**src/rtl/rrss_pkg.sv**
```systemverilog
package rrss_pkg;

  localparam int unsigned MaxDevices = 16;
  localparam int unsigned OutLimit   = 16;
  localparam int unsigned CountW     = 5;
  localparam int unsigned IndexW     = 4;
  localparam int unsigned TaskW      = 16;
  localparam int unsigned StepW      = 4;

  // effective device count ceiling
  localparam logic [CountW-1:0] CountCap =
    CountW'((MaxDevices < OutLimit) ? MaxDevices : OutLimit);

  typedef struct packed {
    logic load;
    logic div_step;
    logic emit;
  } rrss_cmd_t;

  typedef struct packed {
    logic skip_item;
    logic div_done;
    logic out_free;
    logic emit_last;
  } rrss_stat_t;

endpackage

```
**src/rtl/rrss_ctrl.sv**
```systemverilog
module rrss_ctrl (
  input  logic               clk,
  input  logic               rst_n,
  input  logic               in_valid,
  output logic               in_stall,
  input  rrss_pkg::rrss_stat_t stat,
  output rrss_pkg::rrss_cmd_t  cmd
);

  localparam logic [1:0] StIdle = 2'd0;
  localparam logic [1:0] StDiv  = 2'd1;
  localparam logic [1:0] StEmit = 2'd2;

  logic [1:0] state_r;
  logic [1:0] state_nxt;

  always_comb begin
    state_nxt    = state_r;
    cmd.load     = 1'b0;
    cmd.div_step = 1'b0;
    cmd.emit     = 1'b0;
    in_stall     = 1'b1;
    unique case (state_r)
      StIdle: begin
        in_stall = 1'b0;
        // drop transactions with zero count or zero total
        if (in_valid && !stat.skip_item) begin
          cmd.load  = 1'b1;
          state_nxt = StDiv;
        end
      end
      StDiv: begin
        cmd.div_step = 1'b1;
        if (stat.div_done) begin
          state_nxt = StEmit;
        end
      end
      StEmit: begin
        if (stat.out_free) begin
          cmd.emit = 1'b1;
          if (stat.emit_last) begin
            state_nxt = StIdle;
          end
        end
      end
      default: begin
        state_nxt = StIdle;
      end
    endcase
  end

  always_ff @(posedge clk) begin
    if (!rst_n) begin
      state_r <= StIdle;
    end else begin
      state_r <= state_nxt;
    end
  end

endmodule

```
**src/rtl/rrss_dp.sv**
```systemverilog
module rrss_dp (
  input  logic                          clk,
  input  logic                          rst_n,
  input  logic                          cfg_wr_en,
  input  logic [rrss_pkg::CountW-1:0]   cfg_wr_data,
  input  logic [rrss_pkg::TaskW-1:0]    in_total_tasks,
  input  rrss_pkg::rrss_cmd_t           cmd,
  output rrss_pkg::rrss_stat_t          stat,
  output logic                          out_valid,
  input  logic                          out_stall,
  output logic [rrss_pkg::IndexW-1:0]   out_device_index,
  output logic [rrss_pkg::TaskW-1:0]    out_share,
  output logic                          out_last
);

  logic [rrss_pkg::CountW-1:0] dev_count_r;
  logic [rrss_pkg::IndexW-1:0] pointer_r;
  logic [rrss_pkg::CountW-1:0] n_r;
  logic [rrss_pkg::TaskW-1:0]  quot_r;
  logic [rrss_pkg::CountW-1:0] rem_r;
  logic [rrss_pkg::CountW-1:0] start_r;
  logic [rrss_pkg::StepW-1:0]  step_r;
  logic [rrss_pkg::IndexW-1:0] dev_r;
  logic                        out_valid_r;
  logic [rrss_pkg::IndexW-1:0] out_index_r;
  logic [rrss_pkg::TaskW-1:0]  out_share_r;
  logic                        out_last_r;

  logic [rrss_pkg::CountW-1:0] eff_count;
  logic [rrss_pkg::CountW:0]   trial;
  logic                        trial_ge;
  logic [rrss_pkg::CountW-1:0] dev_ext;
  logic [rrss_pkg::CountW-1:0] offset;
  logic                        extra;
  logic [rrss_pkg::CountW:0]   ptr_sum;
  logic [rrss_pkg::CountW:0]   ptr_wrap;

  assign eff_count = (dev_count_r > rrss_pkg::CountCap) ? rrss_pkg::CountCap : dev_count_r;

  // restoring division, one quotient bit per step
  assign trial    = {rem_r, quot_r[rrss_pkg::TaskW-1]};
  assign trial_ge = (trial >= {1'b0, n_r});

  assign dev_ext = {1'b0, dev_r};
  assign offset  = (dev_ext >= start_r) ? (dev_ext - start_r) : (dev_ext + n_r - start_r);
  assign extra   = (offset < rem_r);

  assign ptr_sum  = {1'b0, start_r} + {1'b0, rem_r};
  assign ptr_wrap = (ptr_sum >= {1'b0, n_r}) ? (ptr_sum - {1'b0, n_r}) : ptr_sum;

  assign stat.skip_item = (eff_count == '0) || (in_total_tasks == '0);
  assign stat.div_done  = (step_r == {rrss_pkg::StepW{1'b1}});
  assign stat.out_free  = !out_valid_r || !out_stall;
  assign stat.emit_last = (dev_ext == n_r - rrss_pkg::CountW'(1));

  always_ff @(posedge clk) begin
    if (!rst_n) begin
      dev_count_r <= '0;
      pointer_r   <= '0;
      out_valid_r <= 1'b0;
    end else begin
      if (cfg_wr_en) begin
        dev_count_r <= cfg_wr_data;
      end
      if (cmd.emit) begin
        out_valid_r <= 1'b1;
        if (stat.emit_last) begin
          pointer_r <= ptr_wrap[rrss_pkg::IndexW-1:0];
        end
      end else if (!out_stall) begin
        out_valid_r <= 1'b0;
      end
    end
  end

  always_ff @(posedge clk) begin
    if (cmd.load) begin
      n_r     <= eff_count;
      quot_r  <= in_total_tasks;
      rem_r   <= '0;
      start_r <= {1'b0, pointer_r};
      step_r  <= '0;
      dev_r   <= '0;
    end
    if (cmd.div_step) begin
      rem_r  <= trial_ge ? rrss_pkg::CountW'(trial - {1'b0, n_r})
                         : trial[rrss_pkg::CountW-1:0];
      quot_r <= {quot_r[rrss_pkg::TaskW-2:0], trial_ge};
      step_r <= step_r + rrss_pkg::StepW'(1);
      // reduce the pointer modulo the count alongside the division
      if (start_r >= n_r) begin
        start_r <= start_r - n_r;
      end
    end
    if (cmd.emit) begin
      out_index_r <= dev_r;
      out_share_r <= quot_r + rrss_pkg::TaskW'(extra);
      out_last_r  <= stat.emit_last;
      dev_r       <= dev_r + rrss_pkg::IndexW'(1);
    end
  end

  assign out_valid        = out_valid_r;
  assign out_device_index = out_index_r;
  assign out_share        = out_share_r;
  assign out_last         = out_last_r;

endmodule

```
**src/rtl/round_robin_share_splitter_unit.sv**
```systemverilog
// Round-robin share splitter.
// Input channel (in_valid / in_stall / in_total_tasks): one transaction is a task
// total. It is split among the configured device count: each device gets the
// quotient, and the remainder devices, counted cyclically from a rotation
// pointer, get one more. A zero total or zero count is taken and dropped.
// Result channel (out_*): one transaction per device, index 0 to count-1, with
// out_last on the final one. The pointer then advances by the remainder.
// cfg_wr_en / cfg_wr_data write the device count; write only while idle.
// Operation: after acceptance, bit-serial division (one quotient bit per cycle,
// which also reduces the pointer), then one result per cycle while the
// receiver does not stall.
// in_stall is high from acceptance until the last result is registered.
// A stalled result holds in the output register and pauses emission.
// Reset clears the device count, the pointer and the output valid.
module round_robin_share_splitter_unit (
  input  logic                        clk,
  input  logic                        rst_n,
  input  logic                        cfg_wr_en,
  input  logic [rrss_pkg::CountW-1:0] cfg_wr_data,
  input  logic                        in_valid,
  output logic                        in_stall,
  input  logic [rrss_pkg::TaskW-1:0]  in_total_tasks,
  output logic                        out_valid,
  input  logic                        out_stall,
  output logic [rrss_pkg::IndexW-1:0] out_device_index,
  output logic [rrss_pkg::TaskW-1:0]  out_share,
  output logic                        out_last
);

  rrss_pkg::rrss_cmd_t  cmd;
  rrss_pkg::rrss_stat_t stat;

  rrss_ctrl u_ctrl (
    .clk      (clk),
    .rst_n    (rst_n),
    .in_valid (in_valid),
    .in_stall (in_stall),
    .stat     (stat),
    .cmd      (cmd)
  );

  rrss_dp u_dp (
    .clk              (clk),
    .rst_n            (rst_n),
    .cfg_wr_en        (cfg_wr_en),
    .cfg_wr_data      (cfg_wr_data),
    .in_total_tasks   (in_total_tasks),
    .cmd              (cmd),
    .stat             (stat),
    .out_valid        (out_valid),
    .out_stall        (out_stall),
    .out_device_index (out_device_index),
    .out_share        (out_share),
    .out_last         (out_last)
  );

  // a run continues without gaps once the receiver takes a result
  a_run_advances: assert property (@(posedge clk) disable iff (!rst_n)
    out_valid && !out_stall && !out_last |=>
      out_valid && (out_device_index == $past(out_device_index) + 4'd1))
    else $error("result run did not advance to the next device");

  a_no_accept_mid_run: assert property (@(posedge clk) disable iff (!rst_n)
    out_valid && !out_last |-> in_stall)
    else $error("input accepted while a run is in progress");

  a_run_starts_at_zero: assert property (@(posedge clk) disable iff (!rst_n)
    $rose(out_valid) && !$past(out_valid) && cmd.emit == 1'b0 |-> out_device_index == 4'd0
      || $past(out_valid))
    else $error("run did not start at device zero");

  a_div_before_emit: assert property (@(posedge clk) disable iff (!rst_n)
    cmd.load |=> cmd.div_step && !cmd.emit)
    else $error("emission started before the division");

endmodule
```
**config.mk**
```make
export PLATFORM = sky130hd
export DESIGN_NAME = round_robin_share_splitter_unit
export DESIGN_NICKNAME = d
export VERILOG_FILES = /design/src/rtl/rrss_pkg.sv /design/src/rtl/rrss_ctrl.sv /design/src/rtl/rrss_dp.sv /design/src/rtl/round_robin_share_splitter_unit.sv
export SDC_FILE = /design/constraint.sdc
export NUM_CORES = 1
export LEC_CHECK = 0
export CORE_MARGIN = 2
export CORE_UTILIZATION = 45
export DETAILED_ROUTE_END_ITERATION = 8
export DONT_BUFFER_PORTS = 1
export HOLD_SLACK_MARGIN = 0.05
export PLACE_DENSITY_LB_ADDON = 0.05
export SYNTH_ARGS = -nofsm -noshare
export SYNTH_HDL_FRONTEND = slang
export SYNTH_SLANG_ARGS = --single-unit
```
**constraint.sdc**
```tcl
create_clock -name clk -period 8.5 [get_ports clk]
set_input_delay 0.85 -clock clk [delete_from_list [all_inputs] [get_ports clk]]
set_output_delay 0.85 -clock clk [all_outputs]
set_load 0.01 [all_outputs]
```
==> reports/results.txt, run 1 <==
Status - completed
CTS resizes - 0
Vias - 3,084
CTS Buffer Depth - 2
Synth Instances - 431
CTS hold repair buffers - 0
Main synth FF type - edfxtp_1
Area growth syn-to-layout - 8.38%
Req. time, crit path - 8.63 ns
Fmax - 230 MHz
Inserted Clock Buffers - 9
Switching portion of total power - 37.8%
Critical path's top delay family - adder cells
EDFF count, synth - 55
Finished Core Util - 50.0%
Die H - 104 um
Gr usage total - 19.5%
Reg-to-reg setup timing slack - 4.15 ns
WP buf/inv - 2
Clock power frac - 22.3%
Post-CTS setup buffer count - 0
Cell breakdown of the critical path - inv_1 > fa_1 > inv_1 > fa_1 > a21o_1 > a21oi_1 > xnor2_1 > mux2_2 > ha_1 > nand4_1 > nor2_1 > nor2_1 > o311a_1 > ha_1 > ha_1 > nand2_1 > nor2_1 > nand3_1 > xnor2_1
Clock slew at reported path FFs - 0.09 ns
Fin crit share - 51.2%
Pwr Density - 295 nW/um^2
Slowest stage delay, CP - 0.52 ns
WS Path Type - reg -> reg
Initial Util - 46.1%
Yosys top cell by area - edfxtp_1
Hold Vio Cnt, Final - 0
Finished Layout Cells - 574
Register area share after synthesis - 44.6%
Tot Pwr - 1.43 mW
Die X - 104 um
Critical Path End Type - flip-flop
Fin Setup TNS - 0 ns
Placed cell count - 558
CTS tree - done
CP arrival - 4.48 ns
Root Buffer - clkbuf_8
Pint - 0.888 mW
GPL Wtd Cong - 0.838
Antenna-violating nets left - 0
Lkg Pwr - 1.99 nW
Synth Register Bits - 72
Minimum clock period - 4.35 ns
Syn Nets - 504
Async S/R FF share, synth - 0%
PortBufs - 0
Drt pass-1 iters - 4
Comb pwr share - 43.5%
Drt total wl - 9790 um
ANT cells - 0
Startpoint type of the worst setup path - flip-flop
Clock latency on the worst-skew pair - 0.37 ns
Vias per cell - 5.37
Worst Hold Class - reg -> reg
VDD IR max - 96.3 uV
Num ports - 49
Fin area - 4840 sq um
Mapped Area - 4470 sq um
Vias in the first global route - 3,102
DP Area - 4610 sq um
Mean Syn Cell Area - 10.4 sq um
1st-iter DRT viols - 218
Clock skew - 0.0121 ns
Post-layout net count - 509
Fin. max-slew vios - 0
Switching pwr - 0.539 mW
Reg power frac - 34.2%
Largest net degree at the start of global routing - 27
GR Overflow Total - 0
Max_cap viols - 0
CP max stage cell - fa_1
Top cells by area, synth - edfxtp_1 (37%), ha_1 (11%), dfxtp_1 (7.6%)
Count of final setup violators - 0
First-pass GRT wire length - 16,400 um
Drt drc - 0
YS warnings - 0
Wire per inst - 17.1 um
# rows - 36
Initial antenna violation count - 0
Synth unique cells - 45
Core area - 9680 sq um
Htree depth - 3
Slew @ Worst Pin - 1.08 ns
Die Footprint - 10,700 sq um
RSZ-0062 raised after global routing - no
Ratio of cells with drive above 1 in the final layout - 5.90%
HPWL Detailed - 7440 um
Clk sinks - 72
Fillers - 889
Slew headroom - 28.0%
CP Max Fanout - 6
Share of Yosys cell area claimed by the top area cell type - 37.0%
[cell families (layout without fill, tap and decap cells)]
logic type / count (synthesis) / after routing / synth area share [%]
and+or+nand+nor: 145 / 145 / 15.2
DFF: 72 / 72 / 44.6
AOI/OAI and AO/OA: 66 / 66 / 9.94
adders and majority gates: 47 / 47 / 14.7
buffers and inverters: 43 / 53 / 3.61
xor gates and xnor gates: 38 / 38 / 7.45
muxes: 20 / 20 / 4.57
[registers in the layout, summed over array words and instances, names as in the netlist]
| register | cells |
|---|---|
| u_dp.out_share | 16 |
| u_dp.quot_r | 16 |
| u_dp.dev_count_r | 5 |
| u_dp.n_r | 5 |
| u_dp.rem_r | 5 |
| u_dp.start_r | 5 |
| u_dp.dev_r | 4 |
| u_dp.out_device_index | 4 |
| u_dp.pointer_r | 4 |
| u_dp.step_r | 4 |
| u_ctrl.state_r | 2 |
| u_dp.out_last | 1 |
| u_dp.out_valid | 1 |
[cells in the mapped netlist (all sizes together), types with 5 or more instances]
| library cell | n |
|---|---|
| edfxtp | 55 |
| a21oi | 21 |
| o21ai | 13 |
| xnor2 | 20 |
| ha | 38 |
| nand4 | 6 |
| o21a | 5 |
| nor2b | 8 |
| mux2i | 17 |
| nor2 | 26 |
| xor2 | 18 |
| nand2b | 6 |
| inv | 35 |
| fa | 9 |
| nand3 | 15 |
| nand2 | 64 |
| a21o | 9 |
| clkbuf | 7 |
| dfxtp | 17 |
| nor4 | 5 |
[cell type report]
cell class                      count  area, sq um  area share, %
Clock buffer                        9          124           2.56
Clock inverter                      7          103           2.12
Inverter                           36          135           2.79
Multi-Input combinational cell    316         2310           47.8
Sequential cell                    72         1990           41.1
Tap cell                          133          166           3.44
Timing Repair Buffer                1         7.51          0.155
[stage by stage]
step | hold slack, ns | setup WS (ns)
after floorplan | 0.446 | 4.53
after global placement | 0.471 | 4.27
after detailed placement | 0.478 | 4.13
after CTS | 0.490 | 4.13
after global routing | 0.533 | 3.90
final | 0.483 | 4.15
[path summary, 6_finish.rpt]
path                                                startpoint                        endpoint  depth (start not counted)
worst min register to register  u_dp.pointer_r[2]$_SDFFE_PN0P_  u_dp.pointer_r[2]$_SDFFE_PN0P_                          2
worst min-delay path            u_dp.pointer_r[2]$_SDFFE_PN0P_  u_dp.pointer_r[2]$_SDFFE_PN0P_                          2
worst max register to register           u_dp.n_r[1]$_DFFE_PP_    u_dp.out_share[12]$_DFFE_PP_                         19
worst max-delay path                     u_dp.n_r[1]$_DFFE_PP_    u_dp.out_share[12]$_DFFE_PP_                         19
[worst register-to-register path, cell delays in order (launching register included)]
cell and delay, ns:
edfxtp_1 0.46, inv_1 0.20, fa_1 0.52, inv_1 0.07, fa_1 0.46, a21o_1 0.17
a21oi_1 0.16, xnor2_1 0.09, mux2_2 0.27, ha_1 0.29, nand4_1 0.10, nor2_1 0.05
nor2_1 0.10, o311a_1 0.17, ha_1 0.16, ha_1 0.23, nand2_1 0.12, nor2_1 0.24
nand3_1 0.13, xnor2_1 0.13
[per-layer routing]
| layer | wire [um] | GRT usage, % |
|---|---|---|
| met2 | 4640 | 31.8 |
| met1 | 4570 | 26.2 |
| met3 | 481 | 4.41 |
| met4 | 106 | 5.12 |
| met5 | 0 | 0 |
[layout by cell type, fill, tap and decap left out, types with 5 or more instances in the layout]
master	count
nor2b_1	8
a21o_1	9
nand2b_1	6
nor2_1	26
ha_1	38
a21oi_1	21
xnor2_1	20
fa_1	9
nand4_1	6
xor2_1	18
mux2i_1	17
clkbuf_8	9
o21ai_0	12
nor4_1	5
inv_1	34
nand3_1	15
nand2_1	64
o21a_1	5
edfxtp_1	55
dfxtp_1	17
[power by group through the flow]
stage | Combinational (mW) | Clock, mW | Sequential (mW)
2_1_floorplan | 0.499 | 0 | 0.474
3_3_place_gp | 0.612 | 0 | 0.497
3_5_place_dp | 0.620 | 0 | 0.497
4_1_cts | 0.626 | 0.324 | 0.489
5_1_grt | 0.717 | 0.343 | 0.496
6_report | 0.621 | 0.318 | 0.488
(Power assumes the default switching activity.)
==> run 2, diff against run 1 <==
==> constraint.sdc (replaced) <==
create_clock -name clk -period 3.8 [get_ports clk]
set_input_delay 0.38 -clock clk [delete_from_list [all_inputs] [get_ports clk]]
set_output_delay 0.38 -clock clk [all_outputs]
set_load 0.01 [all_outputs]
==> reports/results.txt, run 2 (synthesis results as in run 1) <==
Max_cap viols - 0
Die X - 104 um
ANT cells - 0
Clock skew - 0.00989 ns
DP Area - 4790 sq um
WP buf/inv - 3
PortBufs - 0
CP arrival - 3.82 ns
Critical Path End Type - flip-flop
Vias per cell - 5.27
Pwr Density - 651 nW/um^2
Reg-to-reg setup timing slack - 0.09 ns
CP max stage cell - edfxtp_1
Num ports - 49
Inserted Clock Buffers - 9
Clock slew at reported path FFs - 0.08 ns
Status - completed
Slowest stage delay, CP - 0.43 ns
Root Buffer - clkbuf_8
CP endpoint - u_dp.out_share[12]$_DFFE_PP_
Crit path from - u_dp.n_r[0]$_DFFE_PP_
Reg2Reg Capture Point - u_dp.out_share[12]$_DFFE_PP_
Wire per inst - 17.4 um
# rows - 36
First-pass GRT wire length - 16,800 um
Fillers - 886
FF-to-FF Start - u_dp.n_r[0]$_DFFE_PP_
Hold Vio Cnt, Final - 0
Critical path's top delay family - adder cells
Drt pass-1 iters - 4
Gr usage total - 20.3%
Vias in the first global route - 3,112
RSZ-0062 raised after global routing - yes
Worst hold path startpoint - rst_n
Ratio of cells with drive above 1 in the final layout - 14.5%
Largest net degree at the start of global routing - 26
Vias - 3,169
Lkg Pwr - 2.11 nW
Req. time, crit path - 3.92 ns
Cell breakdown of the critical path - ha_4 > inv_1 > ha_2 > fa_2 > buf_4 > buf_4 > xnor2_2 > mux2i_1 > ha_1 > a21oi_1 > nor2b_1 > o21ai_0 > o311a_1 > ha_2 > ha_4 > nand2_4 > nor2_4 > nand3_2 > xnor2_1
Die Footprint - 10,700 sq um
GR Overflow Total - 0
Drt total wl - 10,400 um
Fin crit share - 97.5%
Worst r2r path cells - 19
CP Max Fanout - 3
Hold path cells - 1
Finished Core Util - 52.7%
Htree depth - 3
Post-layout net count - 536
Startpoint type of the worst setup path - flip-flop
Clk sinks - 72
Core area - 9680 sq um
Fin. max-slew vios - 0
Initial Util - 46.1%
Slew @ Worst Pin - 0.853 ns
Slew headroom - 43.2%
Commonest non-fill, non-tap cell in the layout - nand2_1
WS Path Type - reg -> reg
Fmax - 270 MHz
VDD IR max - 356 uV
Area growth syn-to-layout - 14.2%
Antenna-violating nets left - 0
CTS Buffer Depth - 2
HPWL Detailed - 7930 um
Drt drc - 0
CTS tree - done
Critical Path Stages - 19
Clock latency on the worst-skew pair - 0.36 ns
Commonest cells after routing, fill and taps aside - nand2_1 (61), edfxtp_1 (55), ha_1 (33)
Worst Hold Class - in -> reg
Count of final setup violators - 0
GPL Wtd Cong - 0.865
1st-iter DRT viols - 152
Minimum clock period - 3.71 ns
Fin area - 5100 sq um
Initial antenna violation count - 0
Min Hold Slack - 0.141 ns
CTS hold repair buffers - 0
Die H - 104 um
run 2: cell count changes in the layout (fill, tap and decap cells not counted), sizes merged:
| cell | delta |
|---|---|
| buf | +27 |
| inv | -3 |
| clkbuf | +2 |
| clkinvlp | +2 |
| bufinv | -1 |
run 2: repair_timing:
action                                 4_1_cts  5_1_grt
endpoints found under the hold margin        0        0
pin swaps                                    2        9
setup buffers                                2        3
setup endpoints to repair                    3       13
gates resized for setup                      6       13
run 2: worst register-to-register path, cell delays in order (launching register included):
cell,delay (ns)
edfxtp_1,0.43
ha_4,0.29
inv_1,0.04
ha_2,0.18
fa_2,0.39
buf_4,0.14
buf_4,0.13
xnor2_2,0.12
mux2i_1,0.15
ha_1,0.26
a21oi_1,0.14
nor2b_1,0.06
o21ai_0,0.15
o311a_1,0.19
ha_2,0.20
ha_4,0.15
nand2_4,0.06
nor2_4,0.16
nand3_2,0.09
xnor2_1,0.13
run 2: where the power goes:
part | switching (mW) | internal, mW | total [mW] | leakage (nW)
Sequential | 0.0952 | 0.968 | 1.06 | 0.659
Combinational | 0.850 | 0.797 | 1.65 | 1.37
Clock | 0.306 | 0.304 | 0.610 | 0.0895
Total | 1.25 | 2.07 | 3.32 | 2.11
run 2: routing by layer:
layer / up-vias / track usage (%) / part of all wire, %
met5: - / 0 / 0
met3: 11 / 4.34 / 4.5
met4: 0 / 6.76 / 1.4
met2: 78 / 31.2 / 46
met1: 1493 / 28.7 / 48
li1: 1587 / - / -
run 2: how the worst min path moves through the flow:
stage	endpoint	slack, ns
finish	u_ctrl.state_r[1]$_SDFFE_PN0P_	0.14
CTS	u_ctrl.state_r[1]$_SDFFE_PN0P_	0.13
global placement	u_dp.pointer_r[0]$_SDFFE_PN0P_	0.48
floorplan	u_dp.pointer_r[0]$_SDFFE_PN0P_	0.45
detailed placement	u_dp.pointer_r[0]$_SDFFE_PN0P_	0.49
global route	u_ctrl.state_r[1]$_SDFFE_PN0P_	0.14
run 2: area by class of cell:
cell class | instances | area [sq um] | share of cell area (%)
Clock buffer | 11 | 131 | 2.58
Tap cell | 133 | 166 | 3.26
Sequential cell | 72 | 1990 | 39.0
Inverter | 36 | 135 | 2.65
Clock inverter | 5 | 58.8 | 1.15
Multi-Input combinational cell | 316 | 2410 | 47.2
Timing Repair Buffer | 28 | 210 | 4.12
run 2: metrics by stage:
stage / instances / worst slack [ns] / setup TNS (ns) / total power [mW]
after floorplan: 431 / 0.0115 / 0 / 2.19
after global routing: 601 / -0.0750 / -0.235 / 3.60
after CTS: 598 / -0.00644 / -0.00644 / 3.22
after global placement: 580 / 0.0391 / 0 / 2.56
after detailed placement: 580 / -0.0502 / -0.0727 / 2.57
final: 601 / 0.0946 / 0 / 3.32
